### src/rtl/ssh_pkg.sv
// ssh_pkg: shared types, constants and functions of the SHA-256 stream hasher.
// Depends on nothing; ssh_core, ssh_ctrl and the top level refer to it by scoped names.
`default_nettype none

package ssh_pkg;

	localparam int unsigned WORDS_PER_BLOCK = 16;
	localparam int unsigned ROUNDS          = 64;
	localparam int unsigned CHAIN_WORDS     = 8;

	localparam logic [7:0] PAD_MARK  = 8'h80;
	localparam logic [5:0] LEN_POS   = 6'd56;
	localparam logic [5:0] BLOCK_END = 6'd63;
	localparam logic [2:0] LAST_IDX  = 3'd7;

	localparam logic [31:0] INIT_HASH [0:7] = '{
		32'h6a09e667, 32'hbb67ae85, 32'h3c6ef372, 32'ha54ff53a,
		32'h510e527f, 32'h9b05688c, 32'h1f83d9ab, 32'h5be0cd19
	};

	localparam logic [31:0] ROUND_K [0:63] = '{
		32'h428a2f98, 32'h71374491, 32'hb5c0fbcf, 32'he9b5dba5,
		32'h3956c25b, 32'h59f111f1, 32'h923f82a4, 32'hab1c5ed5,
		32'hd807aa98, 32'h12835b01, 32'h243185be, 32'h550c7dc3,
		32'h72be5d74, 32'h80deb1fe, 32'h9bdc06a7, 32'hc19bf174,
		32'he49b69c1, 32'hefbe4786, 32'h0fc19dc6, 32'h240ca1cc,
		32'h2de92c6f, 32'h4a7484aa, 32'h5cb0a9dc, 32'h76f988da,
		32'h983e5152, 32'ha831c66d, 32'hb00327c8, 32'hbf597fc7,
		32'hc6e00bf3, 32'hd5a79147, 32'h06ca6351, 32'h14292967,
		32'h27b70a85, 32'h2e1b2138, 32'h4d2c6dfc, 32'h53380d13,
		32'h650a7354, 32'h766a0abb, 32'h81c2c92e, 32'h92722c85,
		32'ha2bfe8a1, 32'ha81a664b, 32'hc24b8b70, 32'hc76c51a3,
		32'hd192e819, 32'hd6990624, 32'hf40e3585, 32'h106aa070,
		32'h19a4c116, 32'h1e376c08, 32'h2748774c, 32'h34b0bcb5,
		32'h391c0cb3, 32'h4ed8aa4a, 32'h5b9cca4f, 32'h682e6ff3,
		32'h748f82ee, 32'h78a5636f, 32'h84c87814, 32'h8cc70208,
		32'h90befffa, 32'ha4506ceb, 32'hbef9a3f7, 32'hc67178f2
	};

	// control from the sequencer to the compression datapath
	typedef struct packed {
		logic       load;    // copy chain value into working variables
		logic       round;   // run one compression round
		logic       update;  // fold working variables into chain value
		logic       reinit;  // reload initial hash values
		logic [5:0] rnd;     // current round number
		logic [2:0] idx;     // digest word being shown
	} ctl_t;

	function automatic logic [31:0] ror32(input logic [31:0] x, input int unsigned n);
		return (x >> n) | (x << (32 - n));
	endfunction

	function automatic logic [31:0] sig0(input logic [31:0] x);
		return ror32(x, 7) ^ ror32(x, 18) ^ (x >> 3);
	endfunction

	function automatic logic [31:0] sig1(input logic [31:0] x);
		return ror32(x, 17) ^ ror32(x, 19) ^ (x >> 10);
	endfunction

	function automatic logic [31:0] bsig0(input logic [31:0] x);
		return ror32(x, 2) ^ ror32(x, 13) ^ ror32(x, 22);
	endfunction

	function automatic logic [31:0] bsig1(input logic [31:0] x);
		return ror32(x, 6) ^ ror32(x, 11) ^ ror32(x, 25);
	endfunction

endpackage

`default_nettype wire

### src/rtl/ssh_if.sv
// ssh_in_if / ssh_out_if: valid-ready channels of the hasher, message side and digest side.
// Depends on nothing.
`default_nettype none

interface ssh_in_if;
	logic       valid;
	logic       ready;
	logic [7:0] data_byte;
	logic       byte_valid;
	logic       end_of_message;

	modport source (output valid, output data_byte, output byte_valid,
		output end_of_message, input ready);
	modport sink (input valid, input data_byte, input byte_valid,
		input end_of_message, output ready);
endinterface

interface ssh_out_if;
	logic        valid;
	logic        ready;
	logic [31:0] digest_word;
	logic [2:0]  word_index;
	logic        last_word;

	modport source (output valid, output digest_word, output word_index,
		output last_word, input ready);
	modport sink (input valid, input digest_word, input word_index,
		input last_word, output ready);
endinterface

`default_nettype wire

### src/rtl/ssh_block_mem.sv
// ssh_block_mem: 16 x 32-bit block buffer, one write port, one registered read port.
// Depends on nothing; contents are undefined until written.
`default_nettype none

module ssh_block_mem (
	input  logic        clk,
	input  logic        we,
	input  logic [3:0]  waddr,
	input  logic [31:0] wdata,
	input  logic [3:0]  raddr,
	output logic [31:0] rdata
);

	logic [31:0] mem [0:15];
	logic [31:0] rdata_q;

	always_ff @(posedge clk) begin
		if (we) begin
			mem[waddr] <= wdata;
		end
		rdata_q <= mem[raddr];
	end

	assign rdata = rdata_q;

endmodule

`default_nettype wire

### src/rtl/ssh_core.sv
// ssh_core: compression datapath - chain value, working variables, schedule window.
// Depends on ssh_pkg (round constants, sigma functions, ctl_t).
`default_nettype none

module ssh_core (
	input  logic          clk,
	input  logic          arst_n,
	input  ssh_pkg::ctl_t ctl,
	input  logic [31:0]   blk_word,
	output logic [31:0]   digest_word
);

	logic [31:0] chain_q [0:7];
	logic [31:0] wv_q    [0:7];
	logic [31:0] wnd_q   [0:15];   // oldest schedule word at 0
	logic [31:0] wt, t1, t2, ch, maj;

	always_comb begin
		if (ctl.rnd < 6'd16) begin
			wt = blk_word;
		end else begin
			wt = ssh_pkg::sig1(wnd_q[14]) + wnd_q[9] + ssh_pkg::sig0(wnd_q[1]) + wnd_q[0];
		end
		ch  = (wv_q[4] & wv_q[5]) ^ (~wv_q[4] & wv_q[6]);
		maj = (wv_q[0] & wv_q[1]) ^ (wv_q[0] & wv_q[2]) ^ (wv_q[1] & wv_q[2]);
		t1  = wv_q[7] + ssh_pkg::bsig1(wv_q[4]) + ch + ssh_pkg::ROUND_K[ctl.rnd] + wt;
		t2  = ssh_pkg::bsig0(wv_q[0]) + maj;
	end

	always_ff @(posedge clk or negedge arst_n) begin
		if (!arst_n) begin
			for (int i = 0; i < 8; i++) chain_q[i] <= ssh_pkg::INIT_HASH[i];
		end else if (ctl.reinit) begin
			for (int i = 0; i < 8; i++) chain_q[i] <= ssh_pkg::INIT_HASH[i];
		end else if (ctl.update) begin
			for (int i = 0; i < 8; i++) chain_q[i] <= chain_q[i] + wv_q[i];
		end
	end

	always_ff @(posedge clk) begin
		if (ctl.load) begin
			for (int i = 0; i < 8; i++) wv_q[i] <= chain_q[i];
		end else if (ctl.round) begin
			wv_q[7] <= wv_q[6];
			wv_q[6] <= wv_q[5];
			wv_q[5] <= wv_q[4];
			wv_q[4] <= wv_q[3] + t1;
			wv_q[3] <= wv_q[2];
			wv_q[2] <= wv_q[1];
			wv_q[1] <= wv_q[0];
			wv_q[0] <= t1 + t2;
			// advance the schedule window
			for (int i = 0; i < 15; i++) wnd_q[i] <= wnd_q[i + 1];
			wnd_q[15] <= wt;
		end
	end

	assign digest_word = chain_q[ctl.idx];

endmodule

`default_nettype wire

### src/rtl/ssh_ctrl.sv
// ssh_ctrl: sequencer - byte packing, padding, length count, round count, digest output.
// Depends on ssh_pkg (constants, ctl_t).
`default_nettype none

module ssh_ctrl (
	input  logic          clk,
	input  logic          arst_n,
	input  logic          in_valid,
	output logic          in_ready,
	input  logic [7:0]    data_byte,
	input  logic          byte_valid,
	input  logic          end_of_message,
	output logic          out_valid,
	input  logic          out_ready,
	output logic          mem_we,
	output logic [3:0]    mem_waddr,
	output logic [31:0]   mem_wdata,
	output logic [3:0]    mem_raddr,
	output ssh_pkg::ctl_t ctl
);

	localparam logic [2:0] ST_IDLE   = 3'd0;
	localparam logic [2:0] ST_PAD    = 3'd1;
	localparam logic [2:0] ST_CINIT  = 3'd2;
	localparam logic [2:0] ST_ROUND  = 3'd3;
	localparam logic [2:0] ST_UPDATE = 3'd4;
	localparam logic [2:0] ST_OUT    = 3'd5;

	logic [2:0]  state_q;
	logic [5:0]  fill_q;
	logic [60:0] len_q;
	logic [23:0] word_q;
	logic        pad_q, mark_q, tail_q, final_q;
	logic [5:0]  rnd_q;
	logic [2:0]  idx_q;

	logic        accept, wr_en, len_slot, out_done;
	logic [63:0] len_bits;
	logic [7:0]  len_byte, wr_byte;

	always_comb begin
		in_ready  = (state_q == ST_IDLE);
		out_valid = (state_q == ST_OUT);
		accept    = in_valid && in_ready;
		out_done  = out_valid && out_ready && (idx_q == ssh_pkg::LAST_IDX);
		wr_en     = (accept && byte_valid) || (state_q == ST_PAD);
		len_bits  = {len_q, 3'b000};
		len_byte  = len_bits[{~fill_q[2:0], 3'b000} +: 8];
		len_slot  = mark_q && !tail_q && (fill_q >= ssh_pkg::LEN_POS);
		if (state_q != ST_PAD) begin
			wr_byte = data_byte;
		end else if (!mark_q) begin
			wr_byte = ssh_pkg::PAD_MARK;
		end else if (len_slot) begin
			wr_byte = len_byte;
		end else begin
			wr_byte = 8'h00;
		end
		mem_we    = wr_en && (fill_q[1:0] == 2'b11);
		mem_waddr = fill_q[5:2];
		mem_wdata = {word_q, wr_byte};
		mem_raddr = (state_q == ST_ROUND) ? (rnd_q[3:0] + 4'd1) : 4'd0;
		ctl.load   = (state_q == ST_CINIT);
		ctl.round  = (state_q == ST_ROUND);
		ctl.update = (state_q == ST_UPDATE);
		ctl.reinit = out_done;
		ctl.rnd    = rnd_q;
		ctl.idx    = idx_q;
	end

	always_ff @(posedge clk) begin
		if (wr_en) begin
			word_q <= {word_q[15:0], wr_byte};
		end
	end

	always_ff @(posedge clk or negedge arst_n) begin
		if (!arst_n) begin
			state_q <= ST_IDLE;
			fill_q  <= '0;
			len_q   <= '0;
			pad_q   <= 1'b0;
			mark_q  <= 1'b0;
			tail_q  <= 1'b0;
			final_q <= 1'b0;
			rnd_q   <= '0;
			idx_q   <= '0;
		end else begin
			if (wr_en) begin
				fill_q <= fill_q + 6'd1;
			end
			case (state_q)
				ST_IDLE: begin
					if (accept) begin
						if (byte_valid) begin
							len_q <= len_q + 61'd1;
						end
						pad_q <= end_of_message;
						if (byte_valid && fill_q == ssh_pkg::BLOCK_END) begin
							state_q <= ST_CINIT;
						end else if (end_of_message) begin
							state_q <= ST_PAD;
						end
					end
				end
				ST_PAD: begin
					mark_q <= 1'b1;
					if (fill_q == ssh_pkg::BLOCK_END) begin
						tail_q  <= 1'b0;
						final_q <= len_slot;
						state_q <= ST_CINIT;
					end else if (!mark_q) begin
						// marker in the tail: length goes into a further block
						tail_q <= (fill_q >= ssh_pkg::LEN_POS);
					end
				end
				ST_CINIT: begin
					rnd_q   <= '0;
					state_q <= ST_ROUND;
				end
				ST_ROUND: begin
					rnd_q <= rnd_q + 6'd1;
					if (rnd_q == 6'(ssh_pkg::ROUNDS - 1)) begin
						state_q <= ST_UPDATE;
					end
				end
				ST_UPDATE: begin
					idx_q <= '0;
					if (final_q) begin
						state_q <= ST_OUT;
					end else if (pad_q) begin
						state_q <= ST_PAD;
					end else begin
						state_q <= ST_IDLE;
					end
				end
				ST_OUT: begin
					if (out_valid && out_ready) begin
						idx_q <= idx_q + 3'd1;
						if (out_done) begin
							len_q   <= '0;
							pad_q   <= 1'b0;
							mark_q  <= 1'b0;
							tail_q  <= 1'b0;
							final_q <= 1'b0;
							state_q <= ST_IDLE;
						end
					end
				end
				default: begin
					state_q <= ST_IDLE;
				end
			endcase
		end
	end

endmodule

`default_nettype wire

### src/rtl/sha256_stream_hasher_unit.sv
// SHA-256 stream hasher: one message byte per word in, eight digest words out.
// Throughput: a byte word is taken each cycle while idle; every 64th byte holds the
// input for the load, 64 rounds of the single round unit and the chain update.
// End of message: padding bytes go in one per cycle through the same block memory path,
// then one or two compressions, then eight digest words, one per output handshake.
// Reset (arst_n low, asynchronous): counters and sequencer clear, chain value loads the
// initial hash values; the block memory is not cleared and needs no clearing pass.
`default_nettype none

module sha256_stream_hasher_unit (
	input  logic     clk,
	input  logic     arst_n,
	ssh_in_if.sink   msg,
	ssh_out_if.source digest
);

	ssh_pkg::ctl_t ctl;
	logic          mem_we;
	logic [3:0]    mem_waddr;
	logic [31:0]   mem_wdata;
	logic [3:0]    mem_raddr;
	logic [31:0]   mem_rdata;
	logic          out_valid;
	logic [31:0]   chain_word;

	// Sequencer: packs bytes into big-endian words, inserts the 0x80 marker, zero
	// fill and bit length, counts rounds and steps through the digest words.
	ssh_ctrl u_ctrl (
		.clk            (clk),
		.arst_n         (arst_n),
		.in_valid       (msg.valid),
		.in_ready       (msg.ready),
		.data_byte      (msg.data_byte),
		.byte_valid     (msg.byte_valid),
		.end_of_message (msg.end_of_message),
		.out_valid      (out_valid),
		.out_ready      (digest.ready),
		.mem_we         (mem_we),
		.mem_waddr      (mem_waddr),
		.mem_wdata      (mem_wdata),
		.mem_raddr      (mem_raddr),
		.ctl            (ctl)
	);

	// Block buffer: written only while bytes come in, its read data used only in rounds 0..15,
	// so the sequencer's states keep the two access kinds apart.
	ssh_block_mem u_mem (
		.clk   (clk),
		.we    (mem_we),
		.waddr (mem_waddr),
		.wdata (mem_wdata),
		.raddr (mem_raddr),
		.rdata (mem_rdata)
	);

	// Round unit with chain value and schedule window.
	ssh_core u_core (
		.clk         (clk),
		.arst_n      (arst_n),
		.ctl         (ctl),
		.blk_word    (mem_rdata),
		.digest_word (chain_word)
	);

	// Digest words come straight from the chain registers, which hold until the
	// last word is taken.
	assign digest.valid       = out_valid;
	assign digest.digest_word = chain_word;
	assign digest.word_index  = ctl.idx;
	assign digest.last_word   = (ctl.idx == ssh_pkg::LAST_IDX);

endmodule

`default_nettype wire

### src/flat_wrapper.sv
// flat-port wrapper written by rule: the top's interface ports become plain ports
module sha256_stream_hasher_unit_flat 
  (clk, arst_n, msg_valid, msg_data_byte, msg_byte_valid, msg_end_of_message, msg_ready, digest_valid, digest_digest_word, digest_word_index, digest_last_word, digest_ready);
  ssh_in_if msg_i ();
  ssh_out_if digest_i ();
  input  logic clk;
  input  logic arst_n;
  input wire logic [$bits(msg_i.valid)-1:0] msg_valid;
  input wire logic [$bits(msg_i.data_byte)-1:0] msg_data_byte;
  input wire logic [$bits(msg_i.byte_valid)-1:0] msg_byte_valid;
  input wire logic [$bits(msg_i.end_of_message)-1:0] msg_end_of_message;
  output wire logic [$bits(msg_i.ready)-1:0] msg_ready;
  output wire logic [$bits(digest_i.valid)-1:0] digest_valid;
  output wire logic [$bits(digest_i.digest_word)-1:0] digest_digest_word;
  output wire logic [$bits(digest_i.word_index)-1:0] digest_word_index;
  output wire logic [$bits(digest_i.last_word)-1:0] digest_last_word;
  input wire logic [$bits(digest_i.ready)-1:0] digest_ready;
  assign msg_i.valid = msg_valid;
  assign msg_i.data_byte = msg_data_byte;
  assign msg_i.byte_valid = msg_byte_valid;
  assign msg_i.end_of_message = msg_end_of_message;
  assign msg_ready = msg_i.ready;
  assign digest_valid = digest_i.valid;
  assign digest_digest_word = digest_i.digest_word;
  assign digest_word_index = digest_i.word_index;
  assign digest_last_word = digest_i.last_word;
  assign digest_i.ready = digest_ready;
  sha256_stream_hasher_unit u_core (.clk(clk), .arst_n(arst_n), .msg(msg_i), .digest(digest_i));
endmodule
### config.mk
export PLATFORM = sky130hd
export DESIGN_NAME = sha256_stream_hasher_unit_flat
export DESIGN_NICKNAME = d
export VERILOG_FILES = /design/src/rtl/ssh_pkg.sv /design/src/rtl/ssh_if.sv /design/src/rtl/ssh_block_mem.sv /design/src/rtl/ssh_core.sv /design/src/rtl/ssh_ctrl.sv /design/src/rtl/sha256_stream_hasher_unit.sv /design/src/flat_wrapper.sv
export SDC_FILE = /design/constraint.sdc
export NUM_CORES = 2
export LEC_CHECK = 0
export ABC_AREA = 1
export ABC_CLOCK_PERIOD_IN_PS = 23100
export BUFFER_PORTS_ARGS = -buffer_cell sky130_fd_sc_hd__clkbuf_2
export CELL_PAD_IN_SITES_DETAIL_PLACEMENT = 1
export CELL_PAD_IN_SITES_GLOBAL_PLACEMENT = 1
export CORE_UTILIZATION = 40
export CTS_CLUSTER_SIZE = 8
export DETAILED_ROUTE_END_ITERATION = 10
export PLACE_DENSITY_LB_ADDON = 0.2
export SLEW_MARGIN = 20
export SYNTH_ARGS = -nofsm -noshare
export SYNTH_HDL_FRONTEND = slang
export SYNTH_HIERARCHICAL = 1
export SYNTH_SLANG_ARGS = --single-unit
### constraint.sdc
create_clock -name clk -period 23.1 [get_ports clk]
set_clock_uncertainty 0.15 [all_clocks]
set_input_delay 2.31 -clock clk [delete_from_list [all_inputs] [get_ports clk]]
set_output_delay 2.31 -clock clk [all_outputs]
set_load 0.02 [all_outputs]
* After elaboration in Yosys (flattened, before gate mapping)
Memories as Yosys holds them, arrays and structs flattened. A register that Yosys moved wholly into a read port is not among the register bits. Cells that the tools add are included.
Operators by class: add/subtract/negate cells 23, order comparisons 4, equal/unequal tests 18, shifts and indexed selects 1, multiplexer cells 55, bitwise logic cells 38, reduce and logical (&&, ||, !) cells 23
Operators by type and width (count):
- adder 32 bit | 18
- two-way mux 256 bit | 2
- two-way mux 32 bit | 13
- bitwise XOR 32 bit | 9
- two-way mux 61 bit | 4
- bitwise AND 32 bit | 5
- one-hot mux 61 bit (2 select lines) | 1
- binary-select mux 32 bit (select 3 bit) | 1
- variable part select 64 x 7 -> 8 bit | 1
- adder 61 x 1 -> 61 bit, second input constant | 1
- NOT 32 bit | 1
- bitwise OR 10 x 32 -> 32 bit | 1
- bitwise OR 13 x 32 -> 32 bit | 1
- bitwise OR 14 x 32 -> 32 bit | 1
- bitwise OR 15 x 32 -> 32 bit | 1
- bitwise OR 19 x 32 -> 32 bit | 1
- bitwise OR 21 x 32 -> 32 bit | 1
- bitwise OR 25 x 32 -> 32 bit | 1
- bitwise OR 26 x 32 -> 32 bit | 1
- bitwise OR 30 x 32 -> 32 bit | 1
- bitwise OR 7 x 32 -> 32 bit | 1
- bitwise XOR 32 x 22 -> 32 bit | 1
- bitwise XOR 32 x 29 -> 32 bit | 1
- two-way mux 3 bit | 9
- 37 further kinds | 85
Storage, ports and cells: flip-flop bits (word level) 363, memory bits (writable) 1280, ROM bits 2048, output and inout bits 38, word-level logic and storage cells 184, memories kept 4
Memories:
- (no name shown) | depth 64, bits a word 32, rd ports 1, clocked after Yosys merged registers in 0, wr ports 0, RTL line ssh_core.sv:26 | t1 = wv_q[7] + ssh_pkg::bsig1(wv_q[4]) + ch + ssh_pkg::ROUND_K[ctl.rnd] + wt;
- u_core.u_core.wnd_q | depth 16, bits a word 32, rd ports 16, clocked after Yosys merged registers in 0, wr ports 16, RTL line ssh_core.sv:15 | logic [31:0] wnd_q [0:15];
- u_core.u_mem.mem | depth 16, bits a word 32, rd ports 1, clocked after Yosys merged registers in 1, wr ports 1, RTL line ssh_block_mem.sv:14 | logic [31:0] mem [0:15];
- u_core.u_core.wv_q | depth 8, bits a word 32, rd ports 8, clocked after Yosys merged registers in 0, wr ports 8, RTL line ssh_core.sv:14 | logic [31:0] wv_q [0:7];

* Logic depth before layout (Yosys ltp)
An unclocked memory read counts as a cell.
depth in word-level cells 11, gate-level depth with buffers 51

* By module
Netlist, hierarchy kept.
Modules (own cells, without submodules):
- ssh_core | instances 1, cells each 7971, area each 69235.2 sq um
- ssh_block_mem | instances 1, cells each 2120, area each 22744.3 sq um
- ssh_ctrl | instances 1, cells each 969, area each 6667.6 sq um
- sha256_stream_hasher_unit | instances 1, cells each 3, area each 13.8 sq um

* Worst setup path after synthesis
No wires, ideal clock.
kind register -> register, start register u_core.u_ctrl.state_q[2], end memory u_core.u_core.wnd_q[0][0], enable pin, arrival time 15189 ps, slack 6685 ps, cell stages (with the launch flop) 8, buffers on the path 2, clock period less this slack 16415 ps, cell sequence dfrtp_1 -> inv_2 -> nand2_1 -> inv_1 -> inv_1 -> nor2_1 -> clkbuf_1 -> clkbuf_1
RTL lines:
- start: declaration | RTL line ssh_ctrl.sv:29 | logic [2:0] state_q;
- start signal: assignment | RTL line ssh_ctrl.sv:79 | state_q <= ST_IDLE;
- start signal: assignment | RTL line ssh_ctrl.sv:100 | state_q <= ST_CINIT;
- start signal: assignment | RTL line ssh_ctrl.sv:102 | state_q <= ST_PAD;
- end: declaration | RTL line ssh_core.sv:15

==> results.sh <==
export IMPL_syn_to_final_growth_pct=10.4
export IMPL_synth_edf_count=1304
export IMPL_avgViaCountPerCell=5.70
export IMPL_synth_top_family_by_area="simple AND/OR/NAND/NOR gates"
export IMPL_drv_slew=0
export IMPL_clkLatencyLatePin_ns=0.91
export IMPL_grt_max_degree=185
export IMPL_fmaxAchievable_ghz=0.0879
export IMPL_cts_tree="yes"
export IMPL_tns_ns=0
export IMPL_critPathLaunchType="flip-flop"
export IMPL_port_buffers=51
export IMPL_io_pins=52
export IMPL_placedInstanceArea_um2=102000
export IMPL_regArea_um2=48500
export IMPL_synth_compound_area_frac=0.123
export IMPL_synth_nets=11700
export IMPL_track_usage=0.321
export IMPL_ys_flop_type="edfxtp_1"
export IMPL_cts_max_level=4
export IMPL_cts_num_sinks=1675
export IMPL_power_leakage_nw=48.5
export IMPL_synth_seq_cells=1675
export IMPL_drv_cap=0
export IMPL_grt_pass1_vias=84100
export IMPL_cts_root_buf="clkbuf_16"
export IMPL_rsz0062_at_grt="no"
export IMPL_drive_above_1_share=0.0653
export IMPL_synth_avg_cell_area_um2=8.92
export IMPL_grt_pass1_wl_mm=586
export IMPL_vdd_drop_max_uv=64.7
export IMPL_timing_slew_headroom=0.134
export IMPL_postSynthCellCount=11100
export IMPL_yosys_area_share_simple=0.176
export IMPL_syn_area_um2=98700
export IMPL_cp_required_ns=23.56
export IMPL_worstPathMaxFanout=5
export IMPL_coreArea_um2=244000
export IMPL_start_util=0.404
export IMPL_worst_path_max_delay_cell="edfxtp_1"
export IMPL_yosys_warnings=6
export IMPL_yosys_top_cells_area="edfxtp_1, nand2_1, inv_1"
export IMPL_firstDrtPassIters=6
export IMPL_synth_cell_types=81
export IMPL_gp_congestion=0.968
export IMPL_yosysMostFrequentCell="nand2_1"
export IMPL_synthAdderAreaFrac=0.0909
export IMPL_drc=0
export IMPL_routed_wl_mm=404
export IMPL_synth_area_leader_cell="edfxtp_1"
export IMPL_hold_class="flip-flop to flip-flop"
export IMPL_endpoint_kind="flip-flop"
export IMPL_synth_top_cell_area_share=0.397
export IMPL_die_h_um=499
export IMPL_period_share=0.492
export IMPL_row_count=181
export IMPL_drt_iter0_markers=7470
export IMPL_clockBufferDepth=3
export IMPL_max_stage_delay_ns=0.70
export IMPL_worst_slew_pin_slew_ns=1.30
export IMPL_ant_nets=0
export IMPL_nets=11700
export IMPL_critPathMostFrequentCell="inv_1"
export IMPL_n_fill_cell=28200
export IMPL_p_per_area_nw_per_um2=59.7
export IMPL_cts_hold_buf=0
export IMPL_postLayoutCellArea_um2=109000
export IMPL_die_area_um2=249000
export IMPL_cts_resized=0
export IMPL_status="finished, final reports clean"
export IMPL_cts_setup_buffers=0
export IMPL_finalSetupViolCount=0
export IMPL_dieWidth_um=499
export IMPL_crit_type="flip-flop to flip-flop"
export IMPL_overflow=0
export IMPL_antenna_found_initial=25
export IMPL_numCtsBuffers=232
export IMPL_multi_input_area_um2=42300
export IMPL_hold_viol=0
export IMPL_synth_xor_xnor_area_share=0.0371
export IMPL_synth_mux_area_frac=0
export IMPL_post_drt_wl_per_cell_um=28.0
export IMPL_cts_clk_slew_worst_paths_ns=0.06
export IMPL_synth_async_reset_ratio=0.202
export IMPL_seq_area_frac_synth=0.491
export IMPL_synth_commonest_cells="nand2_1, inv_1, edfxtp_1"
export IMPL_post_dp_hpwl_mm=296
export IMPL_vias=82200
export IMPL_fin_crit_ns=11.38
export IMPL_worstPathArrival_ns=11.83
## cell usage in the layout, fill, tap and decap left out, types with 74 or more instances in the layout
cell	Yosys	final
nand2_1	2504	2504
inv_1	1635	1632
edfxtp_1	1304	1304
o21ai_0	838	836
nand3_1	697	697
nor2_1	700	677
a21oi_1	642	641
ha_1	401	401
clkbuf_16	0	233
xor2_1	227	227
dfrtp_1	203	201
fa_1	196	196
xnor2_1	191	191
dfstp_2	136	136
clkbuf_1	243	129
o22ai_1	125	125
a31oi_1	100	100
buf_4	17	95
nor3_1	92	91
a21o_1	74	74
## metrics by stage
| stage | util | power (mW) | cells | setup WS [ns] | hold slack (ns) |
|---|---|---|---|---|---|
| after detailed placement | 0.418 | 3.30 | 14000 | 11.87 | 0.255 |
| after CTS | 0.446 | 6.58 | 14400 | 11.79 | 0.223 |
| after global routing | 0.446 | 6.68 | 14400 | 11.17 | 0.232 |
| final | 0.446 | 6.51 | 14400 | 11.72 | 0.226 |
| after floorplan | - | 3.28 | 11100 | 6.68 | 0.250 |
| after global placement | 0.418 | 3.30 | 14000 | 11.91 | 0.250 |
## sequential cells by signal, indices dropped and copies added (netlist names), 6 cells and up
signal                 flops
u_core/u_core/chain_q    256
u_core/u_core/wnd_q      512
u_core/u_core/wv_q       256
u_core/u_ctrl/fill_q       6
u_core/u_ctrl/len_q       61
u_core/u_ctrl/rnd_q        6
u_core/u_ctrl/word_q      24
u_core/u_mem/mem         512
u_core/u_mem/rdata        32
## critical path, delay by kind of cell, from the launching register on
family / cells / cell delay [ns]
compound gates: 12 / 2.93
xor+xnor: 3 / 0.94
fa+ha+maj: 9 / 4.09
buf+inv: 7 / 0.65
flops: 1 / 0.70
simple gates: 11 / 1.60
## where the power goes
| part | internal, mW | leakage, nW | switching [mW] |
|---|---|---|---|
| Sequential | 3.22 | 16.8 | 0 |
| Combinational | 0.00193 | 28.4 | 0.0192 |
| Clock | 1.89 | 3.26 | 1.38 |
## kinds of logic (layout without fill, tap and decap cells)
family,Yosys count,after routing
AO/OA/AOI/OAI,2129,2129
XOR/XNOR,418,418
adder cells (fa/ha/maj),600,600
buffers and inverters,2053,2200
flip-flops,1675,1675
other,0,3
AND/OR/NAND/NOR,4188,4188
## metal layers
layer	up-vias	track usage	wire length (um)
met5	-	0	80
met4	12	0.134	18700
met3	690	0.0477	26900
met2	2790	0.503	181000
met1	41800	0.444	177000
li1	36800	-	-
## area by class of cell
type / instances / share of cell area
Tap cell: 3202 / 0.0368
Inverter: 1658 / 0.0574
Clock inverter: 19 / 0.00400
Clock buffer: 370 / 0.0590
Multi-Input combinational cell: 7335 / 0.388
Sequential cell: 1675 / 0.445
Antenna cell: 3 / 0.0000689
Timing Repair Buffer: 153 / 0.00995
## final timing paths
path                                                            start                                endpoint  slack [ns]  depth (start not counted)
max in group asynchronous                                      arst_n  u_core/u_core/chain_q[139]$_DFFE_PN0P_       18.71                          4
worst min-delay path            u_core/u_core/wnd_q[0][174]$_DFFE_PP_   u_core/u_core/wnd_q[0][142]$_DFFE_PP_        0.23                          0
worst max-delay path             u_core/u_core/wnd_q[0][42]$_DFFE_PP_     u_core/u_core/wv_q[0][28]$_DFFE_PP_       11.72                         42
min in group asynchronous                                      arst_n   u_core/u_core/chain_q[50]$_DFFE_PN0P_        1.28                          1
worst min register to register  u_core/u_core/wnd_q[0][174]$_DFFE_PP_   u_core/u_core/wnd_q[0][142]$_DFFE_PP_        0.23                          0
worst max register to register   u_core/u_core/wnd_q[0][42]$_DFFE_PP_     u_core/u_core/wv_q[0][28]$_DFFE_PP_       11.72                         42
Note: power is estimated with default switching activity, not from simulation.
